### src/design/slu_pkg.sv
`default_nettype none

package slu_pkg;

   localparam int TOKEN_CAP   = 128;
   localparam int MAX_RESULTS = 3;
   localparam int QUEUE_DEPTH = 4;
   localparam int QPTR_W      = $clog2(QUEUE_DEPTH);
   localparam int QCNT_W      = $clog2(QUEUE_DEPTH + 1);

   localparam logic [7:0] TOKEN_LIMIT = 8'(TOKEN_CAP);

   // character codes
   localparam logic [7:0] CH_NUL    = 8'h00;
   localparam logic [7:0] CH_TAB    = 8'h09;
   localparam logic [7:0] CH_CR     = 8'h0D;
   localparam logic [7:0] CH_SPACE  = 8'h20;
   localparam logic [7:0] CH_DQUOTE = 8'h22;
   localparam logic [7:0] CH_AMP    = 8'h26;
   localparam logic [7:0] CH_SQUOTE = 8'h27;
   localparam logic [7:0] CH_ZERO   = 8'h30;
   localparam logic [7:0] CH_NINE   = 8'h39;
   localparam logic [7:0] CH_SEMI   = 8'h3B;
   localparam logic [7:0] CH_LT     = 8'h3C;
   localparam logic [7:0] CH_GT     = 8'h3E;
   localparam logic [7:0] CH_BSLASH = 8'h5C;
   localparam logic [7:0] CH_BAR    = 8'h7C;

   typedef enum logic [2:0] {
      MODE_IDLE,
      MODE_WORD,
      MODE_QUOTE,
      MODE_ESCAPE,
      MODE_AMP,
      MODE_BAR,
      MODE_DIGIT
   } mode_type;

   typedef enum logic [1:0] {
      KIND_CHAR,
      KIND_END,
      KIND_OP,
      KIND_SCRIPT
   } kind_type;

   typedef enum logic [2:0] {
      OP_SEMI,
      OP_PIPE,
      OP_IN,
      OP_OUT,
      OP_AND,
      OP_OR,
      OP_FD_OUT
   } op_type;

   typedef struct packed {
      kind_type    kind;
      logic [7:0]  char_out;
      op_type      op;
      logic [3:0]  fd;
      logic [6:0]  index;
      logic        truncated;
   } result_type;

   // all results caused by one byte
   typedef struct packed {
      logic [1:0]                        count;
      result_type [MAX_RESULTS-1:0]      res;
   } run_type;

   typedef struct packed {
      mode_type    mode;
      logic        quote_dbl;
      logic [3:0]  digit;
      logic [6:0]  tok_total;
      logic        dropped;
   } lex_state_type;

   function automatic logic is_ws(input logic [7:0] c);
      return (c == CH_SPACE) || ((c >= CH_TAB) && (c <= CH_CR));
   endfunction

   function automatic result_type make_result(
      input kind_type   kind,
      input logic [7:0] ch,
      input op_type     op,
      input logic [3:0] fd,
      input logic [6:0] index,
      input logic       tr
   );
      result_type r;
      r.kind      = kind;
      r.char_out  = ch;
      r.op        = op;
      r.fd        = fd;
      r.index     = index;
      r.truncated = tr;
      return r;
   endfunction

endpackage

`default_nettype wire

### src/design/slu_channels.sv
`default_nettype none

interface slu_req_if;
   logic       valid;
   logic       ready;
   logic [7:0] char_in;

   modport source (output valid, output char_in, input ready);
   modport sink   (input valid, input char_in, output ready);
endinterface

interface slu_rsp_if;
   logic       valid;
   logic       ready;
   logic [1:0] result_kind;
   logic [7:0] char_out;
   logic [2:0] op_code;
   logic [3:0] redirect_fd;
   logic [6:0] token_index;
   logic       truncated;
   logic       last_of_run;

   modport source (output valid, output result_kind, output char_out, output op_code,
                   output redirect_fd, output token_index, output truncated,
                   output last_of_run, input ready);
   modport sink   (input valid, input result_kind, input char_out, input op_code,
                   input redirect_fd, input token_index, input truncated,
                   input last_of_run, output ready);
endinterface

`default_nettype wire

### src/design/shell_command_lexer_unit.sv
// Shell command-line lexer.
// req_bus (sink): one script byte per beat in char_in; byte 0 ends the script,
//   flushes any pending token, emits a script-end beat and returns the lexer
//   to its reset state.
// rsp_bus (source): result beats - word characters, word ends, operator
//   codes, script end. Each input byte causes zero to three beats; the last
//   beat of a byte carries last_of_run. A byte that causes none (whitespace,
//   quote marks, held lookahead) produces no beat.
// The run of an accepted byte is registered in the run queue; its first beat
//   is offered when that run heads the queue. Throughput: one byte per cycle
//   in while the queue is not full; one beat per cycle out while ready is high.
// A four-entry run queue sits between the lexer front end and the output
//   serializer; req ready depends only on that queue being full, so a stalled
//   receiver lets up to four result-producing bytes in before input stalls.
// Reset (synchronous, active high) clears lexer state, token count, queue
//   and serializer position; payload storage is not cleared.
`default_nettype none

module shell_command_lexer_unit (
   input  wire logic clock,
   input  wire logic reset,
   slu_req_if.sink   req_bus,
   slu_rsp_if.source rsp_bus
);

   logic             queue_full;
   logic             queue_empty;
   logic             push_valid;
   logic             pop;
   slu_pkg::run_type push_run;
   slu_pkg::run_type head_run;

   // lexer state machine: one byte per cycle while the run queue is not full, builds the run for that byte
   slu_front u_front (
      .clock      (clock),
      .reset      (reset),
      .in_valid   (req_bus.valid),
      .in_char    (req_bus.char_in),
      .queue_full (queue_full),
      .in_ready   (req_bus.ready),
      .push_valid (push_valid),
      .push_run   (push_run)
   );

   // decouples the lexer from output stalls
   slu_queue u_queue (
      .clock    (clock),
      .reset    (reset),
      .push     (push_valid),
      .push_run (push_run),
      .pop      (pop),
      .full     (queue_full),
      .empty    (queue_empty),
      .head_run (head_run)
   );

   // serializes each run into beats
   slu_back u_back (
      .clock      (clock),
      .reset      (reset),
      .head_valid (!queue_empty),
      .head_run   (head_run),
      .pop        (pop),
      .rsp        (rsp_bus)
   );

endmodule

`default_nettype wire

### src/design/slu_front.sv
`default_nettype none

module slu_front (
   input  wire logic             clock,
   input  wire logic             reset,
   input  wire logic             in_valid,
   input  wire logic [7:0]       in_char,
   input  wire logic             queue_full,
   output logic                  in_ready,
   output logic                  push_valid,
   output slu_pkg::run_type      push_run
);

   slu_pkg::lex_state_type state_ff, state_in;
   slu_pkg::lex_state_type st;
   slu_pkg::result_type    res [slu_pkg::MAX_RESULTS];
   logic [1:0]             n;
   logic                   run_word, run_idle, run_plain;
   logic                   accept;

   localparam slu_pkg::lex_state_type STATE_RESET = '{
      mode: slu_pkg::MODE_IDLE, quote_dbl: 1'b0, digit: 4'd0,
      tok_total: 7'd0, dropped: 1'b0};

   assign in_ready = !queue_full;
   assign accept   = in_valid && in_ready;

   // Walks the byte through the lexer steps; up to three results per byte.
   always_comb begin
      st        = state_ff;
      n         = 2'd0;
      run_word  = 1'b0;
      run_idle  = 1'b0;
      run_plain = 1'b0;
      for (int i = 0; i < slu_pkg::MAX_RESULTS; i++) begin
         res[i] = '0;
      end

      if (in_char == slu_pkg::CH_NUL) begin
         // flush whatever is pending, then close the script
         case (st.mode)
            slu_pkg::MODE_WORD, slu_pkg::MODE_QUOTE: begin
               res[n] = slu_pkg::make_result(slu_pkg::KIND_END, 8'd0, slu_pkg::OP_SEMI, 4'd0,
                                             st.tok_total, 1'b0);
               n = n + 2'd1;
               st.tok_total = st.tok_total + 7'd1;
            end
            slu_pkg::MODE_ESCAPE, slu_pkg::MODE_AMP, slu_pkg::MODE_DIGIT: begin
               res[n] = slu_pkg::make_result(slu_pkg::KIND_CHAR,
                  (st.mode == slu_pkg::MODE_ESCAPE) ? slu_pkg::CH_BSLASH :
                  (st.mode == slu_pkg::MODE_AMP) ? slu_pkg::CH_AMP :
                  (slu_pkg::CH_ZERO + {4'd0, st.digit}),
                  slu_pkg::OP_SEMI, 4'd0, st.tok_total, 1'b0);
               n = n + 2'd1;
               res[n] = slu_pkg::make_result(slu_pkg::KIND_END, 8'd0, slu_pkg::OP_SEMI, 4'd0,
                                             st.tok_total, 1'b0);
               n = n + 2'd1;
               st.tok_total = st.tok_total + 7'd1;
            end
            slu_pkg::MODE_BAR: begin
               res[n] = slu_pkg::make_result(slu_pkg::KIND_OP, 8'd0, slu_pkg::OP_PIPE, 4'd0,
                                             st.tok_total, 1'b0);
               n = n + 2'd1;
               st.tok_total = st.tok_total + 7'd1;
            end
            default: begin
            end
         endcase
         res[n] = slu_pkg::make_result(slu_pkg::KIND_SCRIPT, 8'd0, slu_pkg::OP_SEMI, 4'd0,
                                       st.tok_total, st.dropped);
         n = n + 2'd1;
         st = STATE_RESET;
      end else begin
         case (st.mode)
            slu_pkg::MODE_WORD: begin
               run_word = 1'b1;
            end
            slu_pkg::MODE_QUOTE: begin
               if (in_char == (st.quote_dbl ? slu_pkg::CH_DQUOTE : slu_pkg::CH_SQUOTE)) begin
                  st.mode = slu_pkg::MODE_WORD;
               end else begin
                  res[n] = slu_pkg::make_result(slu_pkg::KIND_CHAR, in_char, slu_pkg::OP_SEMI,
                                                4'd0, st.tok_total, 1'b0);
                  n = n + 2'd1;
               end
            end
            slu_pkg::MODE_ESCAPE: begin
               res[n] = slu_pkg::make_result(slu_pkg::KIND_CHAR, in_char, slu_pkg::OP_SEMI,
                                             4'd0, st.tok_total, 1'b0);
               n = n + 2'd1;
               st.mode = slu_pkg::MODE_WORD;
            end
            slu_pkg::MODE_AMP: begin
               if (in_char == slu_pkg::CH_AMP) begin
                  res[n] = slu_pkg::make_result(slu_pkg::KIND_OP, 8'd0, slu_pkg::OP_AND, 4'd0,
                                                st.tok_total, 1'b0);
                  n = n + 2'd1;
                  st.tok_total = st.tok_total + 7'd1;
                  st.mode = slu_pkg::MODE_IDLE;
               end else begin
                  res[n] = slu_pkg::make_result(slu_pkg::KIND_CHAR, slu_pkg::CH_AMP,
                                                slu_pkg::OP_SEMI, 4'd0, st.tok_total, 1'b0);
                  n = n + 2'd1;
                  st.mode = slu_pkg::MODE_WORD;
                  run_word = 1'b1;
               end
            end
            slu_pkg::MODE_BAR: begin
               if (in_char == slu_pkg::CH_BAR) begin
                  res[n] = slu_pkg::make_result(slu_pkg::KIND_OP, 8'd0, slu_pkg::OP_OR, 4'd0,
                                                st.tok_total, 1'b0);
                  n = n + 2'd1;
                  st.tok_total = st.tok_total + 7'd1;
                  st.mode = slu_pkg::MODE_IDLE;
               end else begin
                  res[n] = slu_pkg::make_result(slu_pkg::KIND_OP, 8'd0, slu_pkg::OP_PIPE, 4'd0,
                                                st.tok_total, 1'b0);
                  n = n + 2'd1;
                  st.tok_total = st.tok_total + 7'd1;
                  st.mode = slu_pkg::MODE_IDLE;
                  run_idle = 1'b1;
               end
            end
            slu_pkg::MODE_DIGIT: begin
               if (in_char == slu_pkg::CH_GT) begin
                  res[n] = slu_pkg::make_result(slu_pkg::KIND_OP, 8'd0, slu_pkg::OP_FD_OUT,
                                                st.digit, st.tok_total, 1'b0);
                  n = n + 2'd1;
                  st.tok_total = st.tok_total + 7'd1;
                  st.mode = slu_pkg::MODE_IDLE;
               end else begin
                  res[n] = slu_pkg::make_result(slu_pkg::KIND_CHAR,
                                                slu_pkg::CH_ZERO + {4'd0, st.digit},
                                                slu_pkg::OP_SEMI, 4'd0, st.tok_total, 1'b0);
                  n = n + 2'd1;
                  st.mode = slu_pkg::MODE_WORD;
                  run_word = 1'b1;
               end
            end
            default: begin
               run_idle = 1'b1;
            end
         endcase

         // byte inside a word
         if (run_word) begin
            if (slu_pkg::is_ws(in_char) || in_char == slu_pkg::CH_SEMI ||
                in_char == slu_pkg::CH_BAR || in_char == slu_pkg::CH_LT ||
                in_char == slu_pkg::CH_GT) begin
               res[n] = slu_pkg::make_result(slu_pkg::KIND_END, 8'd0, slu_pkg::OP_SEMI, 4'd0,
                                             st.tok_total, 1'b0);
               n = n + 2'd1;
               st.tok_total = st.tok_total + 7'd1;
               st.mode = slu_pkg::MODE_IDLE;
               run_idle = !slu_pkg::is_ws(in_char);
            end else begin
               run_plain = 1'b1;
            end
         end

         // byte between tokens
         if (run_idle) begin
            st.mode = slu_pkg::MODE_IDLE;
            if (!(({1'b0, st.tok_total} + 8'd1) < slu_pkg::TOKEN_LIMIT)) begin
               if (!slu_pkg::is_ws(in_char)) begin
                  st.dropped = 1'b1;
               end
            end else if (slu_pkg::is_ws(in_char)) begin
               st.mode = slu_pkg::MODE_IDLE;
            end else if (in_char == slu_pkg::CH_AMP) begin
               st.mode = slu_pkg::MODE_AMP;
            end else if (in_char == slu_pkg::CH_BAR) begin
               st.mode = slu_pkg::MODE_BAR;
            end else if (in_char >= slu_pkg::CH_ZERO && in_char <= slu_pkg::CH_NINE) begin
               st.digit = 4'(in_char - slu_pkg::CH_ZERO);
               st.mode  = slu_pkg::MODE_DIGIT;
            end else if (in_char == slu_pkg::CH_SEMI || in_char == slu_pkg::CH_LT ||
                         in_char == slu_pkg::CH_GT) begin
               res[n] = slu_pkg::make_result(slu_pkg::KIND_OP, 8'd0,
                  (in_char == slu_pkg::CH_SEMI) ? slu_pkg::OP_SEMI :
                  (in_char == slu_pkg::CH_LT) ? slu_pkg::OP_IN : slu_pkg::OP_OUT,
                  4'd0, st.tok_total, 1'b0);
               n = n + 2'd1;
               st.tok_total = st.tok_total + 7'd1;
            end else begin
               run_plain = 1'b1;
            end
         end

         // ordinary word byte: quote, escape or literal character
         if (run_plain) begin
            st.mode = slu_pkg::MODE_WORD;
            if (in_char == slu_pkg::CH_SQUOTE || in_char == slu_pkg::CH_DQUOTE) begin
               st.quote_dbl = (in_char == slu_pkg::CH_DQUOTE);
               st.mode      = slu_pkg::MODE_QUOTE;
            end else if (in_char == slu_pkg::CH_BSLASH) begin
               st.mode = slu_pkg::MODE_ESCAPE;
            end else begin
               res[n] = slu_pkg::make_result(slu_pkg::KIND_CHAR, in_char, slu_pkg::OP_SEMI,
                                             4'd0, st.tok_total, 1'b0);
               n = n + 2'd1;
            end
         end
      end

      state_in = accept ? st : state_ff;
   end

   always_comb begin
      push_valid     = accept && (n != 2'd0);
      push_run.count = n;
      for (int i = 0; i < slu_pkg::MAX_RESULTS; i++) begin
         push_run.res[i] = res[i];
      end
   end

   always_ff @(posedge clock) begin
      if (reset) begin
         state_ff <= STATE_RESET;
      end else begin
         state_ff <= state_in;
      end
   end

endmodule

`default_nettype wire

### src/design/slu_queue.sv
`default_nettype none

module slu_queue (
   input  wire logic             clock,
   input  wire logic             reset,
   input  wire logic             push,
   input  wire slu_pkg::run_type push_run,
   input  wire logic             pop,
   output logic                  full,
   output logic                  empty,
   output slu_pkg::run_type      head_run
);

   slu_pkg::run_type               entry_ff [slu_pkg::QUEUE_DEPTH];
   logic [slu_pkg::QPTR_W-1:0]     wr_ptr_ff, wr_ptr_in;
   logic [slu_pkg::QPTR_W-1:0]     rd_ptr_ff, rd_ptr_in;
   logic [slu_pkg::QCNT_W-1:0]     count_ff, count_in;
   logic                           do_push, do_pop;

   assign full     = (count_ff == slu_pkg::QCNT_W'(slu_pkg::QUEUE_DEPTH));
   assign empty    = (count_ff == '0);
   assign head_run = entry_ff[rd_ptr_ff];
   assign do_push  = push && !full;
   assign do_pop   = pop && !empty;

   always_comb begin
      wr_ptr_in = do_push ? wr_ptr_ff + 1'b1 : wr_ptr_ff;
      rd_ptr_in = do_pop  ? rd_ptr_ff + 1'b1 : rd_ptr_ff;
      count_in  = count_ff;
      if (do_push && !do_pop) begin
         count_in = count_ff + 1'b1;
      end else if (do_pop && !do_push) begin
         count_in = count_ff - 1'b1;
      end
   end

   always_ff @(posedge clock) begin
      if (reset) begin
         wr_ptr_ff <= '0;
         rd_ptr_ff <= '0;
         count_ff  <= '0;
      end else begin
         wr_ptr_ff <= wr_ptr_in;
         rd_ptr_ff <= rd_ptr_in;
         count_ff  <= count_in;
      end
   end

   always_ff @(posedge clock) begin
      if (do_push) begin
         entry_ff[wr_ptr_ff] <= push_run;
      end
   end

endmodule

`default_nettype wire

### src/design/slu_back.sv
`default_nettype none

module slu_back (
   input  wire logic             clock,
   input  wire logic             reset,
   input  wire logic             head_valid,
   input  wire slu_pkg::run_type head_run,
   output logic                  pop,
   slu_rsp_if.source             rsp
);

   logic [1:0]           idx_ff, idx_in;
   logic                 last;
   logic                 fire;
   slu_pkg::result_type  cur;

   assign cur  = head_run.res[idx_ff];
   assign last = (idx_ff == head_run.count - 2'd1);
   assign fire = rsp.valid && rsp.ready;
   assign pop  = fire && last;

   assign rsp.valid       = head_valid;
   assign rsp.result_kind = cur.kind;
   assign rsp.char_out    = cur.char_out;
   assign rsp.op_code     = cur.op;
   assign rsp.redirect_fd = cur.fd;
   assign rsp.token_index = cur.index;
   assign rsp.truncated   = cur.truncated;
   assign rsp.last_of_run = last;

   always_comb begin
      idx_in = idx_ff;
      if (fire) begin
         idx_in = last ? 2'd0 : idx_ff + 2'd1;
      end
   end

   always_ff @(posedge clock) begin
      if (reset) begin
         idx_ff <= 2'd0;
      end else begin
         idx_ff <= idx_in;
      end
   end

endmodule

`default_nettype wire
### src/flat_wrapper.sv
// flat-port wrapper written by rule: the top's interface ports become plain ports
module shell_command_lexer_unit_flat 
  (clock, reset, req_bus_valid, req_bus_char_in, req_bus_ready, rsp_bus_valid, rsp_bus_result_kind, rsp_bus_char_out, rsp_bus_op_code, rsp_bus_redirect_fd, rsp_bus_token_index, rsp_bus_truncated, rsp_bus_last_of_run, rsp_bus_ready);
  slu_req_if req_bus_i ();
  slu_rsp_if rsp_bus_i ();
  input  wire logic clock;
  input  wire logic reset;
  input wire logic [$bits(req_bus_i.valid)-1:0] req_bus_valid;
  input wire logic [$bits(req_bus_i.char_in)-1:0] req_bus_char_in;
  output wire logic [$bits(req_bus_i.ready)-1:0] req_bus_ready;
  output wire logic [$bits(rsp_bus_i.valid)-1:0] rsp_bus_valid;
  output wire logic [$bits(rsp_bus_i.result_kind)-1:0] rsp_bus_result_kind;
  output wire logic [$bits(rsp_bus_i.char_out)-1:0] rsp_bus_char_out;
  output wire logic [$bits(rsp_bus_i.op_code)-1:0] rsp_bus_op_code;
  output wire logic [$bits(rsp_bus_i.redirect_fd)-1:0] rsp_bus_redirect_fd;
  output wire logic [$bits(rsp_bus_i.token_index)-1:0] rsp_bus_token_index;
  output wire logic [$bits(rsp_bus_i.truncated)-1:0] rsp_bus_truncated;
  output wire logic [$bits(rsp_bus_i.last_of_run)-1:0] rsp_bus_last_of_run;
  input wire logic [$bits(rsp_bus_i.ready)-1:0] rsp_bus_ready;
  assign req_bus_i.valid = req_bus_valid;
  assign req_bus_i.char_in = req_bus_char_in;
  assign req_bus_ready = req_bus_i.ready;
  assign rsp_bus_valid = rsp_bus_i.valid;
  assign rsp_bus_result_kind = rsp_bus_i.result_kind;
  assign rsp_bus_char_out = rsp_bus_i.char_out;
  assign rsp_bus_op_code = rsp_bus_i.op_code;
  assign rsp_bus_redirect_fd = rsp_bus_i.redirect_fd;
  assign rsp_bus_token_index = rsp_bus_i.token_index;
  assign rsp_bus_truncated = rsp_bus_i.truncated;
  assign rsp_bus_last_of_run = rsp_bus_i.last_of_run;
  assign rsp_bus_i.ready = rsp_bus_ready;
  shell_command_lexer_unit u_core (.clock(clock), .reset(reset), .req_bus(req_bus_i), .rsp_bus(rsp_bus_i));
endmodule
### config.mk
export PLATFORM = sky130hd
export DESIGN_NAME = shell_command_lexer_unit_flat
export DESIGN_NICKNAME = d
export VERILOG_FILES = /design/src/design/slu_pkg.sv /design/src/design/slu_channels.sv /design/src/design/shell_command_lexer_unit.sv /design/src/design/slu_front.sv /design/src/design/slu_queue.sv /design/src/design/slu_back.sv /design/src/flat_wrapper.sv
export SDC_FILE = /design/constraint.sdc
export NUM_CORES = 1
export LEC_CHECK = 0
export BUFFER_PORTS_ARGS = -buffer_cell sky130_fd_sc_hd__buf_2
export CORE_MARGIN = 2
export CORE_UTILIZATION = 25
export CTS_CLUSTER_DIAMETER = 120
export DETAILED_ROUTE_END_ITERATION = 10
export PLACE_DENSITY = 0.37
export SETUP_SLACK_MARGIN = 0.05
export SYNTH_ARGS = -nofsm -noshare
export SYNTH_HDL_FRONTEND = slang
export SYNTH_SLANG_ARGS = --single-unit
export TNS_END_PERCENT = 5
### constraint.sdc
create_clock -name clock -period 7.06 [get_ports clock]
set_input_delay 1.059 -clock clock [delete_from_list [all_inputs] [get_ports clock]]
set_output_delay 1.059 -clock clock [all_outputs]
set_load 0.02 [all_outputs]
== After elaboration in Yosys (flattened, before gate mapping) ==
Memories as Yosys holds them, arrays and structs flattened. A register that Yosys moved wholly into a read port is not among the register bits.
Index checks and enable logic that the tools add are counted.

* Input port bits: 12
* Bits in writable memories: 308
* Register bits: 25
* Word-level logic and storage cells: 238
* Memories kept: 1
* Output and inout bits: 28

{| class="wikitable"
|+ Memory list
! name !! depth !! width !! rd ports !! clocked after memory_dff !! wr ports !! line !! RTL
|-
| u_core.u_queue.entry_ff || 4 || 77 || 1 || 1 || 1 || slu_queue.sv:14 || <nowiki>slu_pkg::run_type entry_ff [slu_pkg::QUEUE_DEPTH];</nowiki>
|}

* Reductions and logical operators: 45
* Add/sub/neg operators: 16
* Equal/unequal tests: 22
* Magnitude comparators: 14
* Mux-type cells: 127
* Bitwise operators: 4

{| class="wikitable"
|+ Operator list
! kind !! count
|-
| two-way mux 75 bit || 15
|-
| bitwise mux 75 bit || 4
|-
| two-way mux 25 bit || 10
|-
| demux 25 bit (select 2 bit) || 4
|-
| case mux 25 bit (5 select lines) || 1
|-
| case mux 25 bit (3 select lines) || 1
|-
| two-way mux 7 bit || 10
|-
| == test 8 x 6 -> 1 bit, second input constant || 7
|-
| binary-select mux 25 bit (select 2 bit) || 1
|-
| two-way mux 2 bit || 23
|-
| two-way mux 11 bit || 4
|-
| two-way mux 3 bit || 12
|-
| two-way mux 1 bit || 26
|-
| two-way mux 12 bit || 2
|-
| two-way mux 24 bit || 1
|-
| two-way mux 23 bit || 1
|-
| adder 7 x 1 -> 7 bit, second input constant || 3
|-
| case mux 7 bit (3 select lines) || 1
|-
| == test 8 x 7 -> 1 bit, second input constant || 2
|-
| two-way mux 16 bit || 1
|-
| two-way mux 8 bit || 2
|-
| two-way mux 15 bit || 1
|-
| case mux 3 bit (5 select lines) || 1
|-
| adder 2 x 1 -> 2 bit, second input constant || 7
|-
| 39 further kinds || 88
|}

== Logic depth before layout (Yosys ltp) ==
Gate-level depths: netlist of run 1.

* Depth in word-level cells: 31
* Mapped depth: 24
* Depth with buffers taken out: 22

== Cells and area by module ==
Synthesis of run 1 repeated with hierarchy kept, for this count alone.

* Cell total of the unflattened synthesis: 1,156
* Area total of the unflattened synthesis: 16,258.1 sq um

{| class="wikitable"
|+ Modules (own cells, without submodules)
! module !! instances !! cells each !! sequential area each (sq um) !! area an instance (sq um)
|-
| slu_queue || 1 || 451 || 9,429.0 || 11,602.4
|-
| slu_front || 1 || 603 || 320.3 || 3,980.1
|-
| slu_back || 1 || 101 || 40.0 || 671.9
|-
| shell_command_lexer_unit || 1 || 1 || 0.0 || 3.8
|}

== Worst setup path after synthesis of run 1 ==
OpenSTA, ideal clock, no wires.

* Path type: input to register
* Start: input req_bus_char_in[4]
* End: memory u_core.u_queue.entry_ff[0][0] in the netlist's numbering, enable pin
* Library setup time: 432 ps
* Path buffers: 1
* Arrival: 6,456 ps
* Slack: 172 ps
* Cell stages on the path: 17
* Data required time: 6,628 ps
* Path through: buf_2 > or2_1 > o31ai_4 > nand3_2 > a21oi_1 > inv_1 > ha_1 > xor3_1 > or4_1 > o31ai_2 > a31oi_4 > xnor2_2 > ha_1 > a21oi_1 > o21ai_1 > a21oi_4 > and2_1

* Longest elaborated chain between the ends: 29
* Elaborated cells between the ends (all ways): 81
* Classes of those cells: add/sub (5); order compare (5); eq/ne (10); mux (46); reduce/logical (15)

{| class="wikitable"
|+ Ends and longest elaborated chain
! what !! line !! RTL
|-
| start, declared || flat_wrapper.sv:9 || <nowiki>input wire logic [$bits(req_bus_i.char_in)-1:0] req_bus_char_in;</nowiki>
|-
| branches (longest 23 deep; another with adder 7 x 1 -> 8 bit) || n/a ||
|-
| two-way mux 2 bit (*) || slu_front.sv:39 || <nowiki>if (in_char == slu_pkg::CH_NUL) begin</nowiki>
|-
| nonzero test 2 bit (*) || slu_front.sv:210 || <nowiki>push_valid = accept && (n != 2'd0);</nowiki>
|-
| logical AND 1 bit (*) || slu_front.sv:210 ||
|-
| logical AND 1 bit (*) || slu_queue.sv:23 || <nowiki>assign do_push = push && !full;</nowiki>
|-
| named net u_core.u_queue.do_push || slu_queue.sv:18 || <nowiki>logic do_push, do_pop;</nowiki>
|-
| two-way mux 1 bit (*) || slu_queue.sv:50 || <nowiki>if (do_push) begin</nowiki>
|-
| two-way mux 1 bit (implied by the code) (*) || slu_queue.sv:51 || <nowiki>entry_ff[wr_ptr_ff] <= push_run;</nowiki>
|-
| end, declared || slu_queue.sv:14 ||
|}

Mark *: on every way through the listed nets, which the timed path passes. The select of a mux whose other input is x is not followed.

== Final worst setup path of run 1 ==
* Start: input req_bus_char_in[7]
* End: register u_core.u_queue.count_ff[2] in the netlist's numbering

* Longest elaborated chain between the ends: 30
* Elaborated cells between the ends (all ways): 84
* Classes of those cells: add/sub (5); order compare (5); eq/ne (10); mux (45); reduce/logical (19)

{| class="wikitable"
|+ Ends and longest elaborated chain
! what !! line !! RTL
|-
| branches (longest 23 deep; another with adder 7 x 1 -> 8 bit) || n/a ||
|-
| two-way mux 2 bit (*) || slu_front.sv:39 ||
|-
| nonzero test 2 bit (*) || slu_front.sv:210 ||
|-
| logical AND 1 bit (*) || slu_front.sv:210 ||
|-
| logical AND 1 bit (*) || slu_queue.sv:23 ||
|-
| named net u_core.u_queue.do_push || slu_queue.sv:18 ||
|-
| zero test 1 bit || slu_queue.sv:32 || <nowiki>end else if (do_pop && !do_push) begin</nowiki>
|-
| logical AND 1 bit || slu_queue.sv:32 ||
|-
| nonzero test 2 bit (no line) || n/a ||
|-
| end signal, assigned || slu_queue.sv:45 || <nowiki>count_ff <= count_in;</nowiki>
|-
| end, declared || slu_queue.sv:17 || <nowiki>logic [slu_pkg::QCNT_W-1:0] count_ff, count_in;</nowiki>
|}

Marked as above.
A chain may end at the register's enable or synchronous reset.

==> flow_results.org, run 1 <==
** Placement
- At the end of routability-driven placement, the weighted congestion stood at 0.825.
- Post-placement setup slack :: 0.475 ns
- Area after detailed placement :: 15,800 µm²
- Total of buffers placed on input and output ports :: 39
- The wire-length estimate of the detail-placed layout is 28,400 µm.
- Including well taps, the total number of placed cells is 1,832.

** Floorplanning
- The die covers 59,900 µm².
- The initialized floorplan defines 88 standard-cell rows.
- In this run the count of I/O pins placed on the die edge is 40.
- Width of the die :: 245 µm
- Overall die height :: 245 µm
- Initial core utilization :: 25.2%
- The region available for standard cell placement spans 57,500 µm².

** CTS
- The number of setup buffers added after CTS is 0.
- After clock tree synthesis, the clock-pin slew on the worst setup and hold paths is 0.06 ns.
- TritonCTS clock tree :: yes
- Post-cts gate resize count :: 0
- CTS Buf Count :: 35
- Max H-tree Level :: 2
- The clock passes through at most 3 buffers.
- Clock latency reported for the late side of the worst-skew pair :: 0.56 ns
- Root cell of the clock tree :: sky130_fd_sc_hd__clkbuf_16
- Number of hold buffers added after CTS :: 0
- Number of clock sinks :: 295

** Status
- Run status :: completed

** Finish
- Cell area after layout :: 16,800 µm²
- In the final design database the tool counted 1,137 nets.
- Once layout is complete, the cells apart from fillers number 1,896.
- The layout has 5,836 filler cells.
- Layout Area Growth over Synthesis :: 16.3%
- The library cell used most frequently in the layout, excluding fill and tap cells, is sky130_fd_sc_hd__edfxtp_1.
- # diodes :: 0
- Fraction of final layout cells with drive strength greater than 1 :: 21.3%
- The library cells used most frequently in the layout, excluding fill and tap cells, are sky130_fd_sc_hd__edfxtp_1, sky130_fd_sc_hd__nor2_1, sky130_fd_sc_hd__mux4_2.

** Timing
- In this run the tightest slew margin relative to its limit is 37.4%.
- Setup violations remaining at the end of the flow were counted as 0.
- After routing, the total negative slack on setup checks comes to 0 ns.
- The worst path needs 6.00 ns of the cycle, external delays included.
- In the finished design, the share of the clock period the worst path needs comes to 85.0%.
- Setup repair after global routing left no endpoint under its margin.
- Measured slew at the worst slew-check pin :: 0.929 ns
- Achievable Freq :: 167 MHz
- For the final database, setup skew stands at 0.0249 ns.
- Final count of pins violating max slew :: 0
- Final count of hold timing violations :: 0
- Once routing completed, OpenROAD measured the worst setup slack at 1.06 ns.

** Power
- Leakage :: 5.44 nW
- Max VDD drop :: 171 µV
- Power density relative to cell area :: 343 nW/µm²
- The design draws 0.00578 W.

** Worst setup path
- At the worst endpoint, the arrival time is 6.48 ns.
- Startpoint of the most critical register-to-register path :: u_core.u_front.state_ff[15]
- The critical path is of the primary input to flop type.
- Chain of cells forming the critical path :: buf_2 -> or3b_4 -> o31ai_4 -> nand3_2 -> a21oi_1 -> inv_1 -> ha_1 -> xor3_1 -> or4_1 -> o31ai_2 -> a31oi_4 -> xnor2_2 -> ha_1 -> a21oi_1 -> o21ai_1 -> a21oi_4 -> ha_1 -> inv_1 -> fa_1 -> xor2_1 -> or3_1 -> a21oi_1
- The worst setup path is launched from a primary input.
- On the critical path, the stage with the largest delay is an instance of sky130_fd_sc_hd__or3b_4.
- Crit. End Element :: flop
- STA puts the critical path data required time at 7.54 ns.
- In this run the worst path has a maximum fanout of 8.
- On the worst path, the slowest cell contributes a delay of 0.46 ns.
- Startpoint of the most critical setup path :: req_bus_char_in[7]

** Global route
- The first global-routing pass estimated 64,400 µm of wire.
- GRT Resource Usage Total :: 14.6%
- Entering global routing, the biggest net connects 52 pins.
- Antenna violations before repair :: 2
- The via count of the first global-routing pass came to 9,452.
- Gr ovfl total :: 0

** Min path
- Worst min-delay path startpoint :: u_core.u_front.state_ff[9]
- Hold crit path type :: flop to flop

** Routing
- Using the TritonRoute via totals, the vias-per-cell ratio works out to 4.83.
- In the routed design, unresolved DRC markers number 0.
- ANT nets after route :: 0
- Number of detailed-routing iterations run before antenna repair :: 5
- Average wire per standard cell :: 22.7 µm
- The first routing iteration left 631 violations.
- Summed over all layers, the routed wires come to 43,100 µm.
- Detailed routing inserted a total of 9,167 vias.

** Yosys
- In this run, synthesis produced a sequential element count of 295.
- In this run, synthesis inferred 268 flip-flops with an integrated enable.
- The Yosys step of the flow raised 0 warnings.
- Prevailing post-synth register cell :: sky130_fd_sc_hd__edfxtp_1
- Distinct cell type count after synthesis :: 87
- Counting every net in the synthesized netlist gives 1,094.
- The average instance in the mapped netlist occupies 13.6 µm².
- Synthesized cell area :: 14,500 µm²
- Synthesis produced a netlist whose cell count is 1,061.
- Sequential cells were found to cover 59.3% of the synthesized design area.
- Async set or reset register ratio after synthesis :: 0%

** Run
- Maxcap violations :: 0
-- metrics by stage --
step                hold WS [ns]  util [%]
floorplan                  0.446         -
CTS                        0.476      29.3
global route               0.499      29.3
detailed placement         0.469      27.4
global placement           0.468      27.4
finish                     0.472      29.3
-- path summary, 6_finish.rpt --
kind                            depth (start not counted)  slack, ns                    endpoint
worst min register to register                          2       0.47  u_core.u_front.state_ff[9]
worst max-delay path                                   22       1.06  u_core.u_queue.count_ff[2]
worst min-delay path                                    2       0.47  u_core.u_front.state_ff[9]
worst max register to register                         20       1.33  u_core.u_queue.count_ff[2]
-- cells by family after synthesis --
kind of cell             share of synthesized area [%]
adder cells (fa/ha/maj)                           1.87
flip-flops                                        59.3
buffers and inverters                             3.01
AO/OA/AOI/OAI                                     10.6
multiplexers                                      12.5
XOR/XNOR                                          2.13
AND/OR/NAND/NOR                                   10.6
-- final cells by class --
type / count / area (µm²) / area share [%]
clock buffer: 44 / 910 / 5.40
clock inverter: 20 / 166 / 0.988
timing repair buffer: 78 / 588 / 3.49
tap: 765 / 957 / 5.68
multi-input combinational: 654 / 5480 / 32.5
inverter: 40 / 150 / 0.891
sequential: 295 / 8600 / 51.0
-- sequential cells by signal, indices dropped and copies added (netlist names), named ones only --
signal,count
u_core.u_back.idx_ff,2
u_core.u_queue.wr_ptr_ff,2
u_core.u_queue.entry_ff,268
u_core.u_front.state_ff,16
u_core.u_queue.rd_ptr_ff,2
u_core.u_queue.count_ff,3
-- cell usage after synthesis (3+ instances only) --
cell type | count | share of area [%]
sky130_fd_sc_hd__nor2_1 | 76 | 2.0
sky130_fd_sc_hd__buf_1 | 18 | 0.47
sky130_fd_sc_hd__o211ai_1 | 5 | 0.26
sky130_fd_sc_hd__nor2b_1 | 6 | 0.26
sky130_fd_sc_hd__nand3_1 | 23 | 0.80
sky130_fd_sc_hd__mux4_2 | 67 | 10
sky130_fd_sc_hd__a21o_1 | 4 | 0.21
sky130_fd_sc_hd__ha_1 | 20 | 1.7
sky130_fd_sc_hd__o22ai_1 | 28 | 1.2
sky130_fd_sc_hd__o31a_1 | 5 | 0.30
sky130_fd_sc_hd__inv_1 | 40 | 1.0
sky130_fd_sc_hd__clkbuf_1 | 44 | 1.1
sky130_fd_sc_hd__nand2_1 | 60 | 1.6
sky130_fd_sc_hd__a221oi_1 | 7 | 0.42
sky130_fd_sc_hd__dfxtp_1 | 27 | 3.7
sky130_fd_sc_hd__o21ai_1 | 4 | 0.14
sky130_fd_sc_hd__or2_2 | 5 | 0.22
sky130_fd_sc_hd__nor4_1 | 8 | 0.35
sky130_fd_sc_hd__o21a_1 | 3 | 0.16
sky130_fd_sc_hd__buf_2 | 9 | 0.31
sky130_fd_sc_hd__and2_1 | 27 | 1.2
sky130_fd_sc_hd__o21ai_0 | 28 | 0.97
sky130_fd_sc_hd__nand3b_1 | 3 | 0.16
sky130_fd_sc_hd__a211oi_1 | 9 | 0.47
sky130_fd_sc_hd__or4_1 | 3 | 0.16
sky130_fd_sc_hd__xnor2_2 | 3 | 0.34
sky130_fd_sc_hd__edfxtp_1 | 268 | 56
sky130_fd_sc_hd__a31oi_1 | 15 | 0.65
sky130_fd_sc_hd__nand2b_1 | 18 | 0.78
sky130_fd_sc_hd__o31ai_1 | 3 | 0.16
sky130_fd_sc_hd__a32oi_1 | 5 | 0.30
sky130_fd_sc_hd__or3_1 | 3 | 0.13
sky130_fd_sc_hd__mux2i_1 | 28 | 1.9
sky130_fd_sc_hd__xor2_1 | 10 | 0.60
sky130_fd_sc_hd__nor3_1 | 14 | 0.48
sky130_fd_sc_hd__a221o_1 | 3 | 0.21
sky130_fd_sc_hd__nor4_2 | 3 | 0.26
sky130_fd_sc_hd__and3_1 | 13 | 0.56
sky130_fd_sc_hd__a21oi_1 | 54 | 1.9
sky130_fd_sc_hd__nor3b_1 | 5 | 0.26
sky130_fd_sc_hd__a22oi_1 | 14 | 0.73
sky130_fd_sc_hd__nand4_1 | 4 | 0.17
sky130_fd_sc_hd__xnor2_1 | 17 | 1.0
-- worst max-delay path, delay by kind of cell --
family	cells	cell delay (ns)
and+or+nand+nor	4	1.41
buffers and inverters	3	0.31
xor gates and xnor gates	3	0.84
adders and majority gates	4	1.16
AOI/OAI and AO/OA	8	1.69
-- metal layers --
layer  routed length (µm)  up-vias  global-route usage (%)
met2                20300      201                    23.6
met1                19800     4684                    19.8
met5                   24        -                       0
met4                 1330        4                    5.58
li1                     -     4219                       -
met3                 1650       59                    2.22
-- report_power, final --
part / total, W / leakage, nW / switching (W) / internal, W
sequential: 0.00239 / 2.69 / 0.000115 / 0.00227
combinational: 0.00168 / 2.22 / 0.00103 / 0.000652
clock: 0.00171 / 0.536 / 0.000744 / 0.000966
Power figures use the tool's default switching activity.
==> inputs of run 2 (changes only) <==
--- a/config.mk
+++ b/config.mk
@@ -5,6 +5,7 @@
 export SDC_FILE = /design/constraint.sdc
 export NUM_CORES = 1
 export LEC_CHECK = 0
+export ABC_AREA = 1
 export BUFFER_PORTS_ARGS = -buffer_cell sky130_fd_sc_hd__buf_2
 export CORE_MARGIN = 2
 export CORE_UTILIZATION = 25
==> constraint.sdc (replaced) <==
create_clock -name clock -period 5.3 [get_ports clock]
set_input_delay 0.795 -clock clock [delete_from_list [all_inputs] [get_ports clock]]
set_output_delay 0.795 -clock clock [all_outputs]
set_load 0.02 [all_outputs]
==> flow_results.org, run 2 <==
** Global route
- The via count of the first global-routing pass came to 11,000 (was 9,452).
- Gr ovfl total :: 0 (unchanged)
- The largest net degree at the start of global routing was 107 (was 52).
- The global-route usage over all layers is 16.0% (was 14.6%).
- The initial antenna violation count is 0 (was 2).
- The global-route wire length before repair was 72,400 µm (was 64,400 µm).

** Timing
- Total Negative Setup Slacks :: 0 ns (unchanged)
- The clock period could shrink to 4.72 ns.
- The number of failing hold endpoints at the final stage was 0 (unchanged).
- Unrepaired setup endpoints after global routing: no (unchanged).
- Measured slew at the worst slew-check pin :: 1.11 ns (was 0.929 ns)
- Worst-case headroom to the max-slew limit :: 25.7% (was 37.4%)
- The worst path uses 89.1% of the clock period.
- Derived from the worst setup path, the maximum achievable clock frequency is 212 MHz.
- Worst-case clock skew :: 0.0206 ns (was 0.0249 ns)
- The count of final setup violators was 0 (unchanged).
- The worst path setup slack after routing came to 0.580 ns (was 1.06 ns).
- Final count of pins violating max slew :: 0 (unchanged)

** Yosys
- The cell count after synthesis is 1,480 (was 1,061).
- The number of synthesized register bits is 295 (unchanged).
- Post-synth top cells :: sky130_fd_sc_hd__edfxtp_1, sky130_fd_sc_hd__nor2_1, sky130_fd_sc_hd__nand2_1 (was sky130_fd_sc_hd__edfxtp_1, sky130_fd_sc_hd__nor2_1, sky130_fd_sc_hd__mux4_2)
- Portion of synthesized cell area occupied by the leading cell type :: 55.6% (about the same)
- Top cells by area in the synthesized netlist :: sky130_fd_sc_hd__edfxtp_1, sky130_fd_sc_hd__o21ai_0, sky130_fd_sc_hd__nor2_1, sky130_fd_sc_hd__nand2_1, sky130_fd_sc_hd__dfxtp_1 (was sky130_fd_sc_hd__edfxtp_1, sky130_fd_sc_hd__mux4_2, sky130_fd_sc_hd__dfxtp_1, sky130_fd_sc_hd__nor2_1, sky130_fd_sc_hd__mux2i_1)
- The count of unique library cells instantiated by Yosys came to 48 (was 87).
- Seq/Total Area, Yosys :: 59.3% (about the same)
- Post-synth EDFFs :: 268 (unchanged)
- The netlist area before placement is 14,500 µm² (about the same).
- The net count of the mapped netlist came to 1,513 (was 1,094).
- Cell type with the largest total area after synthesis :: sky130_fd_sc_hd__edfxtp_1 (unchanged)
- The predominant post-synthesis flop cell is sky130_fd_sc_hd__edfxtp_1 (unchanged).
- The proportion of register bits with asynchronous set or reset after synthesis is 0% (unchanged).
- The mean post-synth cell area came to 9.78 µm² (was 13.6 µm²).
- The number of synthesis warnings was 0 (unchanged).
- The most frequent cell after synthesis was sky130_fd_sc_hd__edfxtp_1 (unchanged).

** CTS
- Max H-tree Level :: 2 (unchanged)
- Post-cts gate resize count :: 0 (unchanged)
- Root cell of the clock tree :: sky130_fd_sc_hd__clkbuf_16 (unchanged)
- The maximum clock insertion buffer count is 3 (unchanged).
- The later-pin clock latency in the skew report is 0.56 ns (about the same).
- Number of hold buffers added after CTS :: 0 (unchanged)
- The CTS buffer count was 36 (was 35).
- Post CTS Setup Buffer Count :: 0 (unchanged)
- The clock transition at the registers of the reported paths is 0.05 ns (was 0.06 ns).
- The clock sink count is 295 (unchanged).
- TritonCTS clock tree :: yes (unchanged)

** Routing
- ANT nets after route :: 0 (unchanged)
- The mean routed wirelength per cell came to 20.4 µm (was 22.7 µm).
- The vias after detailed routing is 11,100 (was 9,167).
- The initial detailed-routing violation count came to 804 (was 631).
- The number of remaining DRC errors was 0 (unchanged).
- Drt total wl :: 47,800 µm (was 43,100 µm)
- Via/cell ratio :: 4.73 (was 4.83)
- Number of detailed-routing iterations run before antenna repair :: 5 (unchanged)

** Floorplanning
- Row Count :: 88 (unchanged)
- Width of the die :: 245 µm (about the same)
- Boundary pin count :: 40 (unchanged)
- The core region area was 57,500 µm² (unchanged).
- The starting density of the core is 25.2% (about the same).
- The height of the die was 245 µm (about the same).
- Die area :: 59,800 µm² (was 59,900 µm²)

** Worst setup path
- The largest driver fanout on the critical path came to 6 (was 8).
- Worst path most repeated cell :: sky130_fd_sc_hd__inv_1
- Required @ worst endpoint :: 5.78 ns (was 7.54 ns)
- Cell type of the slowest stage on the worst timing path :: sky130_fd_sc_hd__dfxtp_1 (was sky130_fd_sc_hd__or3b_4)
- Critical Path AT :: 5.20 ns (was 6.48 ns)
- Startpoint type of the worst setup path :: flop (was primary input)
- Number of buffers and inverters on the critical path :: 7 (was 3)
- The element type at the critical path end is a flop (unchanged).
- The family of cells with the greatest summed delay on the critical path is simple AND/OR/NAND/NOR gates (was compound AO/OA/AOI/OAI gates).
- Largest stage delay, worst path :: 0.50 ns (was 0.46 ns)
- The class of the most critical setup path is flop to flop (was primary input to flop).

** Finish
- The net count reported at finish is 1,583 (was 1,137).
- Fraction of final layout cells with drive strength greater than 1 :: 15.4% (was 21.3%)
- Leading cell types in the layout, fill and taps excluded :: sky130_fd_sc_hd__edfxtp_1, sky130_fd_sc_hd__nand2_1, sky130_fd_sc_hd__nor2_1 (was sky130_fd_sc_hd__edfxtp_1, sky130_fd_sc_hd__nor2_1, sky130_fd_sc_hd__mux4_2)
- Regs by FF count :: u_core.u_queue.entry_ff (268), u_core.u_front.state_ff (16), u_core.u_queue.count_ff (3) (unchanged)
- The share of the core filled with cells in the final layout was 29.8% (was 29.3%).
- The post-synthesis to final-layout area growth came to 18.3% (was 16.3%).
- Flip-flop count of the largest register, all copies and words added :: 268 (unchanged)
- Most common cell after layout, fill and taps aside :: sky130_fd_sc_hd__edfxtp_1 (unchanged)
- Register containing the most flip-flops in the final layout :: u_core.u_queue.entry_ff (unchanged)
- The number of non-filler instances in the completed layout came to 2,341 (was 1,896).

** Placement
- The number of cells after detailed placement is 2,277 (was 1,832).
- Placed wire-length estimate after detailed placement :: 32,300 µm (was 28,400 µm)
- The final weighted congestion in routability-driven placement is 0.854 (was 0.825).
- The worst slack at placement is 0.0711 ns (was 0.475 ns).
- The number of buffers added on ports is 39 (unchanged).

** Status
- Run status: completed (unchanged).

** Power
- The power per cell area is 491 nW/µm² (was 343 nW/µm²).
- Max VDD drop :: 199 µV (was 171 µV)
- Leakage :: 6.28 nW (was 5.44 nW)

** Run
- Maxcap violations :: 0 (unchanged)

** Min path
- The kind of path behind the tightest hold check is flop to flop (unchanged).
==> run 2: changes by cell type in the layout (fill, tap and decap cells not counted), moves of 22 or more <==
| cell | previous run | this run |
|---|---|---|
| sky130_fd_sc_hd__nand2_1 | 60 | 227 |
| sky130_fd_sc_hd__o21ai_0 | 28 | 195 |
| sky130_fd_sc_hd__nor2_1 | 76 | 221 |
| sky130_fd_sc_hd__mux4_2 | 67 | 0 |
| sky130_fd_sc_hd__inv_1 | 40 | 98 |
| sky130_fd_sc_hd__nand3_1 | 23 | 70 |
| sky130_fd_sc_hd__o22ai_1 | 28 | 73 |
| sky130_fd_sc_hd__mux2i_1 | 28 | 0 |
| sky130_fd_sc_hd__nand2_2 | 1 | 24 |
| sky130_fd_sc_hd__and2_1 | 23 | 1 |
==> run 2: logic make-up after synthesis <==
family	share of synthesized area, %
AOI/OAI and AO/OA	13.8
xor gates and xnor gates	0.908
adders and majority gates	1.87
buffers and inverters	5.04
DFF	59.3
and+or+nand+nor	19.0
==> run 2: metal layers <==
| metal | up-vias | GRT usage [%] | share of wire [%] |
|---|---|---|---|
| met5 | - | 0 | 0 |
| met2 | 215 | 25.6 | 45 |
| met4 | 0 | 4.11 | 1.9 |
| li1 | 5335 | - | - |
| met3 | 52 | 2.01 | 3.6 |
| met1 | 5461 | 22.9 | 49 |
==> run 2: through the flow <==
step	total power [W]	hold WS, ns	cell area (µm²)
after floorplan	0.00503	0.449	14500
after global placement	0.00627	0.464	16100
after detailed placement	0.00626	0.466	16100
after CTS	0.00855	0.478	17100
after global routing	0.00893	0.499	17100
final	0.00841	0.479	17100
==> run 2: worst paths after layout <==
path                                     from                           to  slack (ns)  cells after the start
setup / recovery  u_core.u_front.state_ff[14]   u_core.u_queue.count_ff[2]        0.58                     31
hold / removal    u_core.u_front.state_ff[12]  u_core.u_front.state_ff[12]        0.48                      2
setup reg to reg  u_core.u_front.state_ff[14]   u_core.u_queue.count_ff[2]        0.58                     31
hold reg to reg   u_core.u_front.state_ff[12]  u_core.u_front.state_ff[12]        0.48                      2
==> run 2: area by class of cell <==
type	count	area, µm²
clock buffers	49	960
fillers	6023	40300
clock inverters	14	105
well taps	765	957
flip-flops and latches	295	8590
repair buffers	101	873
diodes	1	2.50
multi-input cells	1001	5200
inverters	115	434
==> run 2: worst reg2reg max path: cells and delay by family (launching register included) <==
kind	cells	cell delay [ns]
AND/OR/NAND/NOR	15	1.53
adder cells (fa/ha/maj)	5	1.34
buffers and inverters	7	0.66
AO/OA/AOI/OAI	4	0.63
flip-flops	1	0.50
==> run 2: power breakdown <==
| part | switching (W) | internal (W) | leakage [nW] | total [W] |
|---|---|---|---|---|
| clock | 0.000981 | 0.00128 | 0.520 | 0.00226 |
| sequential | 0.000130 | 0.00306 | 2.72 | 0.00319 |
| combinational | 0.00206 | 0.000888 | 3.04 | 0.00295 |
| total | 0.00318 | 0.00523 | 6.28 | 0.00841 |
